`src/rtl/core/i2cbb_pkg.sv`:
```
// Shared types, command codes and phase constants of the two-wire bit-bang master.
package i2cbb_pkg;

  localparam int unsigned HalfPeriodCyclesDefault = 250;

  localparam logic [1:0] OP_START = 2'd0;
  localparam logic [1:0] OP_STOP  = 2'd1;
  localparam logic [1:0] OP_WRITE = 2'd2;
  localparam logic [1:0] OP_READ  = 2'd3;

  // A byte command runs through eighteen phases, numbered 0 to 17.
  localparam int unsigned PhaseW        = 5;
  localparam logic [PhaseW-1:0] PH_ACK_HI = 5'd16;
  localparam logic [PhaseW-1:0] PH_LAST   = 5'd17;

  typedef struct packed {
    logic [1:0] operation;
    logic [7:0] write_byte;
    logic       send_nack;
    logic [8:0] line_samples;
  } cmd_t;

  typedef struct packed {
    logic       clock_line;
    logic       data_line;
    logic       data_drive;
    logic       hold_phase;
    logic       last;
    logic [7:0] read_byte;
    logic       nack_seen;
  } phase_t;

  // Bus levels and bookkeeping for one phase, from the phase decoder.
  typedef struct packed {
    logic scl;
    logic sda;
    logic drive;
    logic hold;
    logic last;
    logic shift;
  } phase_ctl_t;

endpackage

```
`src/rtl/core/i2cbb_cmd_if.sv`:
```
// Command channel: valid/ready handshake carrying one bus command.
interface i2cbb_cmd_if import i2cbb_pkg::*; ();
  logic valid;
  logic ready;
  cmd_t payload;

  modport source (output valid, output payload, input ready);
  modport sink (input valid, input payload, output ready);
endinterface

```
`src/rtl/core/i2cbb_phase_if.sv`:
```
// Phase channel: valid/ready handshake carrying one bus phase.
interface i2cbb_phase_if import i2cbb_pkg::*; ();
  logic   valid;
  logic   ready;
  phase_t payload;

  modport source (output valid, output payload, input ready);
  modport sink (input valid, input payload, output ready);
endinterface

```
`src/rtl/core/i2c_bitbang_master_engine.sv`:
```
// Two-wire bus master sequencer: turns start, stop, write and read commands into bus phases.
// One command is taken at a time. Each command produces a run of phases on the phase channel
// (three for start, two for stop, eighteen for a byte write or read), and every held phase is
// followed by a half-period wait in the timer, set by HALF_PERIOD_CYCLES, before the next
// phase is issued; the sink can also stall the phase channel. The byte to send and the
// sampled SDA levels move through shift registers one bit per SCL period. A new command
// is taken as soon as the last phase of the previous one has been issued and, if that phase
// is held, its half period has elapsed, even while that phase awaits its transfer.
module i2c_bitbang_master_engine import i2cbb_pkg::*; #(
  parameter int unsigned HALF_PERIOD_CYCLES = HalfPeriodCyclesDefault
) (
  input  logic    clk_i,
  input  logic    rst_ni,
  i2cbb_cmd_if.sink     cmd_i,
  i2cbb_phase_if.source phase_o
);

  localparam int unsigned TimerW = $clog2(HALF_PERIOD_CYCLES + 1);
  localparam logic [TimerW-1:0] TimerLoad = TimerW'(HALF_PERIOD_CYCLES - 1);

  localparam logic [1:0] ST_IDLE = 2'd0;
  localparam logic [1:0] ST_EMIT = 2'd1;
  localparam logic [1:0] ST_WAIT = 2'd2;

  logic [1:0]        state_q, state_d;
  logic [PhaseW-1:0] phase_q, phase_d;
  logic [TimerW-1:0] timer_q, timer_d;
  logic [1:0]        op_q, op_d;
  logic              nack_q, nack_d;
  logic [7:0]        wsh_q, wsh_d;
  logic [7:0]        samp_q, samp_d;
  logic [7:0]        acc_q, acc_d;
  logic              out_valid_q, out_valid_d;
  phase_t            out_q, out_d;

  phase_ctl_t ctl;
  logic       cmd_take;
  logic       slot_free;
  logic       load;

  i2cbb_phase_dec u_phase_dec (
    .op_i    (op_q),
    .phase_i (phase_q),
    .wbit_i  (wsh_q[7]),
    .nack_i  (nack_q),
    .ctl_o   (ctl)
  );

  assign cmd_i.ready     = (state_q == ST_IDLE);
  assign cmd_take        = cmd_i.valid & cmd_i.ready;
  assign slot_free       = ~out_valid_q | phase_o.ready;
  assign load            = (state_q == ST_EMIT) & slot_free;
  assign phase_o.valid   = out_valid_q;
  assign phase_o.payload = out_q;

  always_comb begin
    state_d     = state_q;
    phase_d     = phase_q;
    timer_d     = timer_q;
    op_d        = op_q;
    nack_d      = nack_q;
    wsh_d       = wsh_q;
    samp_d      = samp_q;
    acc_d       = acc_q;
    out_valid_d = out_valid_q & ~phase_o.ready;
    out_d       = out_q;

    case (state_q)
      ST_IDLE: begin
        if (cmd_take) begin
          op_d    = cmd_i.payload.operation;
          nack_d  = cmd_i.payload.send_nack;
          wsh_d   = cmd_i.payload.write_byte;
          samp_d  = cmd_i.payload.line_samples[7:0];
          acc_d   = '0;
          phase_d = '0;
          state_d = ST_EMIT;
        end
      end
      ST_EMIT: begin
        if (load) begin
          out_valid_d          = 1'b1;
          out_d.clock_line     = ctl.scl;
          out_d.data_line      = ctl.drive ? ctl.sda : 1'b1;
          out_d.data_drive     = ctl.drive;
          out_d.hold_phase     = ctl.hold;
          out_d.last           = ctl.last;
          out_d.read_byte      = (ctl.last && op_q == OP_READ) ? acc_q : '0;
          out_d.nack_seen      = ctl.last && (op_q == OP_WRITE) && samp_q[0];
          // Bits advance once per SCL period, on the low half.
          if (ctl.shift && op_q == OP_WRITE) begin
            wsh_d = {wsh_q[6:0], 1'b0};
          end
          if (ctl.shift && op_q == OP_READ) begin
            acc_d  = {acc_q[6:0], samp_q[7]};
            samp_d = {samp_q[6:0], 1'b0};
          end
          phase_d = phase_q + PhaseW'(1);
          timer_d = TimerLoad;
          if (ctl.hold) begin
            state_d = ST_WAIT;
          end else begin
            state_d = ST_IDLE;
          end
        end
      end
      ST_WAIT: begin
        if (timer_q == '0) begin
          state_d = out_q.last ? ST_IDLE : ST_EMIT;
        end else begin
          timer_d = timer_q - TimerW'(1);
        end
      end
      default: begin
        state_d = ST_IDLE;
      end
    endcase
  end

  always_ff @(posedge clk_i or negedge rst_ni) begin
    if (!rst_ni) begin
      state_q     <= ST_IDLE;
      phase_q     <= '0;
      timer_q     <= '0;
      out_valid_q <= 1'b0;
    end else begin
      state_q     <= state_d;
      phase_q     <= phase_d;
      timer_q     <= timer_d;
      out_valid_q <= out_valid_d;
    end
  end

  always_ff @(posedge clk_i) begin
    op_q   <= op_d;
    nack_q <= nack_d;
    wsh_q  <= wsh_d;
    samp_q <= samp_d;
    acc_q  <= acc_d;
    out_q  <= out_d;
  end

  a_take_starts_run: assert property (@(posedge clk_i) disable iff (!rst_ni)
    cmd_take |=> (state_q == ST_EMIT))
    else $error("accepted command did not start a phase run");

  a_phase_in_range: assert property (@(posedge clk_i) disable iff (!rst_ni)
    (state_q == ST_EMIT) |-> (phase_q <= PH_LAST))
    else $error("phase index ran past the end of a run");

  a_unheld_last_ends: assert property (@(posedge clk_i) disable iff (!rst_ni)
    (load && ctl.last && !ctl.hold) |=> (state_q == ST_IDLE && out_valid_q))
    else $error("unheld final phase did not end the run");

  a_no_load_while_full: assert property (@(posedge clk_i) disable iff (!rst_ni)
    (out_valid_q && !phase_o.ready) |-> !load)
    else $error("phase register overwritten before its transfer");

endmodule

```
`src/rtl/core/i2cbb_phase_dec.sv`:
```
// Phase decoder: bus levels and control for one phase of a command's run.
module i2cbb_phase_dec import i2cbb_pkg::*; (
  input  logic [1:0]        op_i,
  input  logic [PhaseW-1:0] phase_i,
  input  logic              wbit_i,
  input  logic              nack_i,
  output phase_ctl_t        ctl_o
);

  logic in_byte;

  assign in_byte = (phase_i < PH_ACK_HI);

  always_comb begin
    ctl_o = '{scl: 1'b1, sda: 1'b1, drive: 1'b1, hold: 1'b1, last: 1'b0, shift: 1'b0};
    case (op_i)
      OP_START: begin
        ctl_o.sda  = (phase_i == '0);
        ctl_o.scl  = (phase_i != 5'd2);
        ctl_o.hold = (phase_i != 5'd2);
        ctl_o.last = (phase_i == 5'd2);
      end
      OP_STOP: begin
        ctl_o.sda  = (phase_i != '0);
        ctl_o.last = (phase_i != '0);
      end
      OP_WRITE: begin
        ctl_o.scl   = ~phase_i[0];
        ctl_o.sda   = in_byte ? wbit_i : 1'b1;
        ctl_o.drive = in_byte;
        ctl_o.last  = (phase_i == PH_LAST);
        ctl_o.shift = in_byte & phase_i[0];
      end
      OP_READ: begin
        ctl_o.scl   = ~phase_i[0];
        ctl_o.sda   = in_byte ? 1'b1 : nack_i;
        ctl_o.drive = ~in_byte;
        ctl_o.last  = (phase_i == PH_LAST);
        ctl_o.shift = in_byte & phase_i[0];
      end
      default: begin
        ctl_o.last = 1'b1;
      end
    endcase
  end

endmodule

```
`src/flat_wrapper.sv`:
```
// flat-port wrapper written by rule: the top's interface ports become plain ports
module i2c_bitbang_master_engine_flat import i2cbb_pkg::*;
#(
  parameter int unsigned HALF_PERIOD_CYCLES = HalfPeriodCyclesDefault
)
  (clk_i, rst_ni, cmd_i_valid, cmd_i_payload, cmd_i_ready, phase_o_valid, phase_o_payload, phase_o_ready);
  i2cbb_cmd_if cmd_i_i ();
  i2cbb_phase_if phase_o_i ();
  input  logic clk_i;
  input  logic rst_ni;
  input wire logic [$bits(cmd_i_i.valid)-1:0] cmd_i_valid;
  input wire logic [$bits(cmd_i_i.payload)-1:0] cmd_i_payload;
  output wire logic [$bits(cmd_i_i.ready)-1:0] cmd_i_ready;
  output wire logic [$bits(phase_o_i.valid)-1:0] phase_o_valid;
  output wire logic [$bits(phase_o_i.payload)-1:0] phase_o_payload;
  input wire logic [$bits(phase_o_i.ready)-1:0] phase_o_ready;
  assign cmd_i_i.valid = cmd_i_valid;
  assign cmd_i_i.payload = cmd_i_payload;
  assign cmd_i_ready = cmd_i_i.ready;
  assign phase_o_valid = phase_o_i.valid;
  assign phase_o_payload = phase_o_i.payload;
  assign phase_o_i.ready = phase_o_ready;
  i2c_bitbang_master_engine #(.HALF_PERIOD_CYCLES(HALF_PERIOD_CYCLES)) u_core (.clk_i(clk_i), .rst_ni(rst_ni), .cmd_i(cmd_i_i), .phase_o(phase_o_i));
endmodule
```
`config.mk`:
```
export PLATFORM = sky130hd
export DESIGN_NAME = i2c_bitbang_master_engine_flat
export DESIGN_NICKNAME = d
export VERILOG_FILES = /design/src/rtl/core/i2cbb_pkg.sv /design/src/rtl/core/i2cbb_cmd_if.sv /design/src/rtl/core/i2cbb_phase_if.sv /design/src/rtl/core/i2c_bitbang_master_engine.sv /design/src/rtl/core/i2cbb_phase_dec.sv /design/src/flat_wrapper.sv
export SDC_FILE = /design/constraint.sdc
export NUM_CORES = 1
export LEC_CHECK = 0
export BUFFER_PORTS_ARGS = -buffer_cell sky130_fd_sc_hd__buf_2
export CORE_ASPECT_RATIO = 0.6
export CORE_MARGIN = 3
export CORE_UTILIZATION = 50
export DETAILED_ROUTE_END_ITERATION = 10
export GPL_TIMING_DRIVEN = 0
export PLACE_DENSITY = 0.72
export SLEW_MARGIN = 10
export SYNTH_ARGS = -nofsm -noshare
export SYNTH_HDL_FRONTEND = slang
export SYNTH_HIERARCHICAL = 1
export SYNTH_SLANG_ARGS = --single-unit
```
`constraint.sdc`:
```
create_clock -name clk_i -period 6.3 [get_ports clk_i]
set_input_delay 1.89 -clock clk_i [delete_from_list [all_inputs] [get_ports clk_i]]
set_output_delay 1.89 -clock clk_i [all_outputs]
set_load 0.05 [all_outputs]
```
Yosys cells after proc, flatten, opt, wreduce, memory -nomap -nowiden
Index checks and enable logic that the tools add are counted.
Cells by class
  reductions and logical operators: 20
  bitwise operators: 9
  order comparisons: 1
  muxes and demuxes: 34
  equality and inequality tests: 14
  add/sub/neg operators: 2
Operators with widths (number)
  $mux 8: 11
  $pmux 8 s2: 4
  $mux 5: 2
  $pmux 5 s2: 1
  $reduce_and 3->1: 3
  $logic_not 8->1: 1
  $mux 2: 4
  $ne 2x2->1 const B: 4
  $reduce_and 4->1: 2
  $sub 8x1->8 const B: 1
  $mux 1: 7
  $eq 2x2->1 const B: 3
  $pmux 2 s3: 1
  $add 5x1->5 const B: 1
  $eq 5x2->1 const B: 1
  $eq 5x5->1 const B: 1
  $logic_and 1x1->1: 5
  $logic_not 5->1: 1
  $lt 5x5->1 const B: 1
  $ne 5x2->1 const B: 1
  $reduce_bool 5->1: 1
  $and 1x1->1: 4
  $eq 2x1->1 const B: 2
  $logic_not 2->1: 2
  9 further kinds: 16
Storage, ports and cells
  output and inout bits: 16
  register bits after elaboration: 57
  input bits: 24
  logic and storage cells: 96

Logic depth before layout (Yosys ltp)
  word-level depth: 7
  mapped depth: 7
  depth with buffers taken out: 6

Modules after synthesis
The synthesis kept the hierarchy.
Modules (own cells, without submodules)
  i2c_bitbang_master_engine: times used 1, sequential area each 1631.6 µm², area each 2462.4 µm², cells an instance 202
  i2cbb_phase_dec: times used 1, sequential area each 0.0 µm², area each 156.4 µm², cells an instance 23

Least setup slack after synthesis
OpenSTA, ideal clock, no wires.
  path type: input-to-reg
  from: in phase_o_ready
  to: reg u_core.acc_q[0] (enable)
  path buffers: 0
  stages: 4
  setup slack: 2.744 ns
  setup time: 0.373 ns
  data required time: 5.927 ns
  data arrival time: 3.183 ns
  cells stage by stage: nand2b_1 > nand2_1 > inv_1 > a41o_1
On the way
  longest elaborated chain between the ends: 4
RTL lines
  from (decl): RTL line flat_wrapper.sv:16  | input wire logic [$bits(phase_o_i.ready)-1:0] phase_o_ready;
  $or 1x1->1: RTL line i2c_bitbang_master_engine.sv:51  | assign slot_free = ~out_valid_q | phase_o.ready;
  $and 1x1->1: RTL line i2c_bitbang_master_engine.sv:52  | assign load = (state_q == ST_EMIT) & slot_free;
  $ne 2x1->1 (no source line)
  $reduce_and 4->1 (no source line)
  to (signal assigned): RTL line i2c_bitbang_master_engine.sv:139  | acc_q <= acc_d;
  to (decl): RTL line i2c_bitbang_master_engine.sv:32  | logic [7:0] acc_q, acc_d;
No other way between the ends.
A chain may end at the register's enable or synchronous reset.

Worst setup path in the final report
  from: in phase_o_ready
  to: reg u_core.samp_q[7] (enable)
On the way
  longest elaborated chain between the ends: 4
RTL lines
  $or 1x1->1: RTL line i2c_bitbang_master_engine.sv:51
  $and 1x1->1: RTL line i2c_bitbang_master_engine.sv:52
  $ne 2x1->1 (no source line)
  $reduce_and 4->1 (no source line)
  to (signal assigned): RTL line i2c_bitbang_master_engine.sv:138  | samp_q <= samp_d;
  to (decl): RTL line i2c_bitbang_master_engine.sv:31  | logic [7:0] samp_q, samp_d;
No other way between the ends.

==> results.tsv <==
stage	metric	value	unit
worst_hold_path	hold_end	u_core/wsh_q[5]	
sta	min_period	3.90	ns
yosys	synth_flop_cell	edfxtp_1	
global_route	grt_usage	0.181	
clock_network	htree_levels	3	
clock_network	ctsResizeCount	0	
power	powerDensity	444	mW/mm^2
clock_network	post_cts_buffers	0	
worst_hold_path	hold_class	reg -> reg	
sta	tightest_slew	0.775	ns
global_route	antenna_found_initial	0	
place	port_buffers	38	
yosys	syn_inst	225	
critical_path	cp_slowest_cell	a41o_1	
critical_path	cp_max_fo	19	
sta	slew-limit-headroom	0.481	
power	vdd_drop_max	0.000196	V
clock_network	cts_buffer_depth	2	
drt	drt-total-wl	5060	um
place	place_inst	326	
finish	final_cells	342	
sta	fin_tns_setup	0	ns
critical_path	critPathMaxStageDelay	0.75	ns
power	p_total	1.37	mW
finish	final_nets	302	
power	switching_share	0.351	
critical_path	crit_arrival	3.86	ns
clock_network	clk_pin_slew_worst_paths	0.06	ns
place	dp_hpwl	3570	um
power	p_int	891	uW
critical_path	reg2reg_from	u_core/state_q[1]	
drt	viasPerCell	5.33	
finish	syn2layout_area_growth	18.2	%
drt	drt_iter0_markers	103	
floorplan	die_area	0.00617	mm^2
sta	finalHoldViolCount	0	
finish	final_cell_mix	49 x nand2_1, 41 x edfxtp_1, 39 x buf_2, 20 x and2_1, 16 x dfrtp_1	
floorplan	rows	19	
global_route	grt_pass1_vias	1558	
power	power_switching	482	uW
finish	final_util	0.645	
place	place_area	0.00289	mm^2
yosys	synth-edff-count	41	
sta	layout_setup_ws	2.40	ns
yosys	synth_area_per_cell	11.6	um^2
yosys	async_flop_share	0.281	
clock_network	cts_tree	done	
floorplan	ioPinCount	40	
sta	whs	0.507	ns
critical_path	regToRegEndpoint	u_core/acc_q[0]	
yosys	ys_warn_count	6	
sta	setup_viol	0	
floorplan	core-area	0.00480	mm^2
yosys	syn_nets	253	
clock_network	clk_latency	0.33	ns
critical_path	cp.required	6.26	ns
global_route	grt_start_max_net_pins	20	
critical_path	critPathCaptureType	register	
power	sequentialPowerShare	0.425	
critical_path	critical_path.cell_chain	buf_2, nand2b_1, nand2_1, inv_1, a41o_1	
clock_network	clock_sinks	57	
power	pwr-share-clk	0.259	
sta	final.period_utilization	0.619	
sta	rsz0062_at_grt	false	
critical_path	start_kind	input port	
place	dp_slack	2.02	ns
clock_network	cts_hold_buf	0	
drt	drc	0	
floorplan	die_h	62.1	um
global_route	grt_overflow	0	
worst_hold_path	hold_start	u_core/wsh_q[4]	
power	comb_power_share	0.315	
sta	fmax	0.257	GHz
clock_network	cts-root-buf	clkbuf_8	
global_route	grt_pass1_wl	8070	um
yosys	ys_types	48	
drt	wl_per_cell	14.8	um
critical_path	r2r_cells	6	
yosys	synth_area	0.00262	mm^2
yosys	ys_seq_elements	57	
finish	post-route-cell-area	0.00310	mm^2
finish	fill_cells	405	
critical_path	r2r_setup_slack	3.36	ns
finish	layout_commonest_cell	nand2_1	
floorplan	start_util	0.545	
critical_path	criticalPathCategory	in -> reg	
sta	clock_skew	0.00641	ns
drt	detail-route-antenna-nets	0	
status	outcome	complete, no violations	
power	p_leak	1.30	nW
drt	first_pass_iters	5	
floorplan	die_w	99.4	um
clock_network	cts_made_buffers	9	
yosys	seq_area_frac_synth	0.623	
place	gp_congestion	0.785	
critical_path	crit_start	phase_o_ready	
flow_run	max_cap_viol_count	0	
worst_hold_path	hold_depth	2	
sta	final_max_slew_viol_count	0	
drt	vias	1824	
finish	drive_gt1_frac	0.208	
finish	antennaDiodeCount	0	
[layer usage]
layer | vias up | wire length (um) | GRT usage
met2 | 64 | 1880 | 0.222
met1 | 849 | 2710 | 0.279
met3 | 7 | 403 | 0.0658
met5 | - | 0 | 0
li1 | 904 | - | -
met4 | 0 | 78 | 0.0817
[how the worst max path moves through the flow]
stage | end | slack, ns
6_report | u_core/samp_q[7] | 2.40
5_1_grt | u_core/acc_q[0] | 2.20
3_3_place_gp | u_core/samp_q[1] | 2.07
2_1_floorplan | u_core/acc_q[0] | 2.74
3_5_place_dp | u_core/samp_q[3] | 2.02
4_1_cts | u_core/acc_q[6] | 2.39
[cells by family (layout without fill, tap and decap cells)]
family	after synthesis	in the layout	synth area share
mux	5	5	0.0196
xor+xnor	1	1	0.00335
buf+inv	19	73	0.0306
fa+ha+maj	4	4	0.0191
flops	57	57	0.623
simple gates	110	110	0.227
compound gates	29	29	0.0769
[flip-flops by register name, summed over array words and instances (netlist names)]
name and count:
u_core/nack_q 1, u_core/acc_q 8, u_core/phase_o.payload 14, u_core/op_q 2
u_core/state_q 2, u_core/phase_o.valid 1, u_core/phase_q 5, u_core/samp_q 8
u_core/wsh_q 8, u_core/timer_q 8
[Yosys cell counts (all sizes together), types with 4 or more instances]
cell	count	area share
nand2	49	0.070
edfxtp	41	0.47
and2	20	0.048
dfrtp	16	0.15
clkbuf	8	0.011
inv	8	0.011
a21oi	6	0.011
nand2b	6	0.014
nand3	5	0.0096
ha	4	0.019
mux2i	4	0.015
o21ai	4	0.0076
o31ai	4	0.011
[power groups by stage]
stage	clock [mW]	sequential, mW	combinational, mW
global route	0.379	0.595	0.479
CTS	0.362	0.584	0.434
finish	0.356	0.584	0.433
floorplan	0	0.649	0.258
detailed placement	0	0.590	0.433
global placement	0	0.587	0.424
[worst max-delay path: cells and delay by family]
family / cells / cell delay, ns
AO/OA/AOI/OAI: 1 / 0.75
buffers and inverters: 2 / 0.70
AND/OR/NAND/NOR: 2 / 0.51
[cell type report]
cell class                 count  area [um^2]  area share
tap                           63         78.8      0.0255
clock buffer                  12          135      0.0437
inverter                       8         30.0     0.00970
clock inverter                 4         67.6      0.0218
buffer                        11         50.0      0.0162
sequential                    57         1630       0.527
timing repair buffer          38          190      0.0614
multi-input combinational    149          912       0.295
No activity file was read; power rests on OpenSTA's default activity.
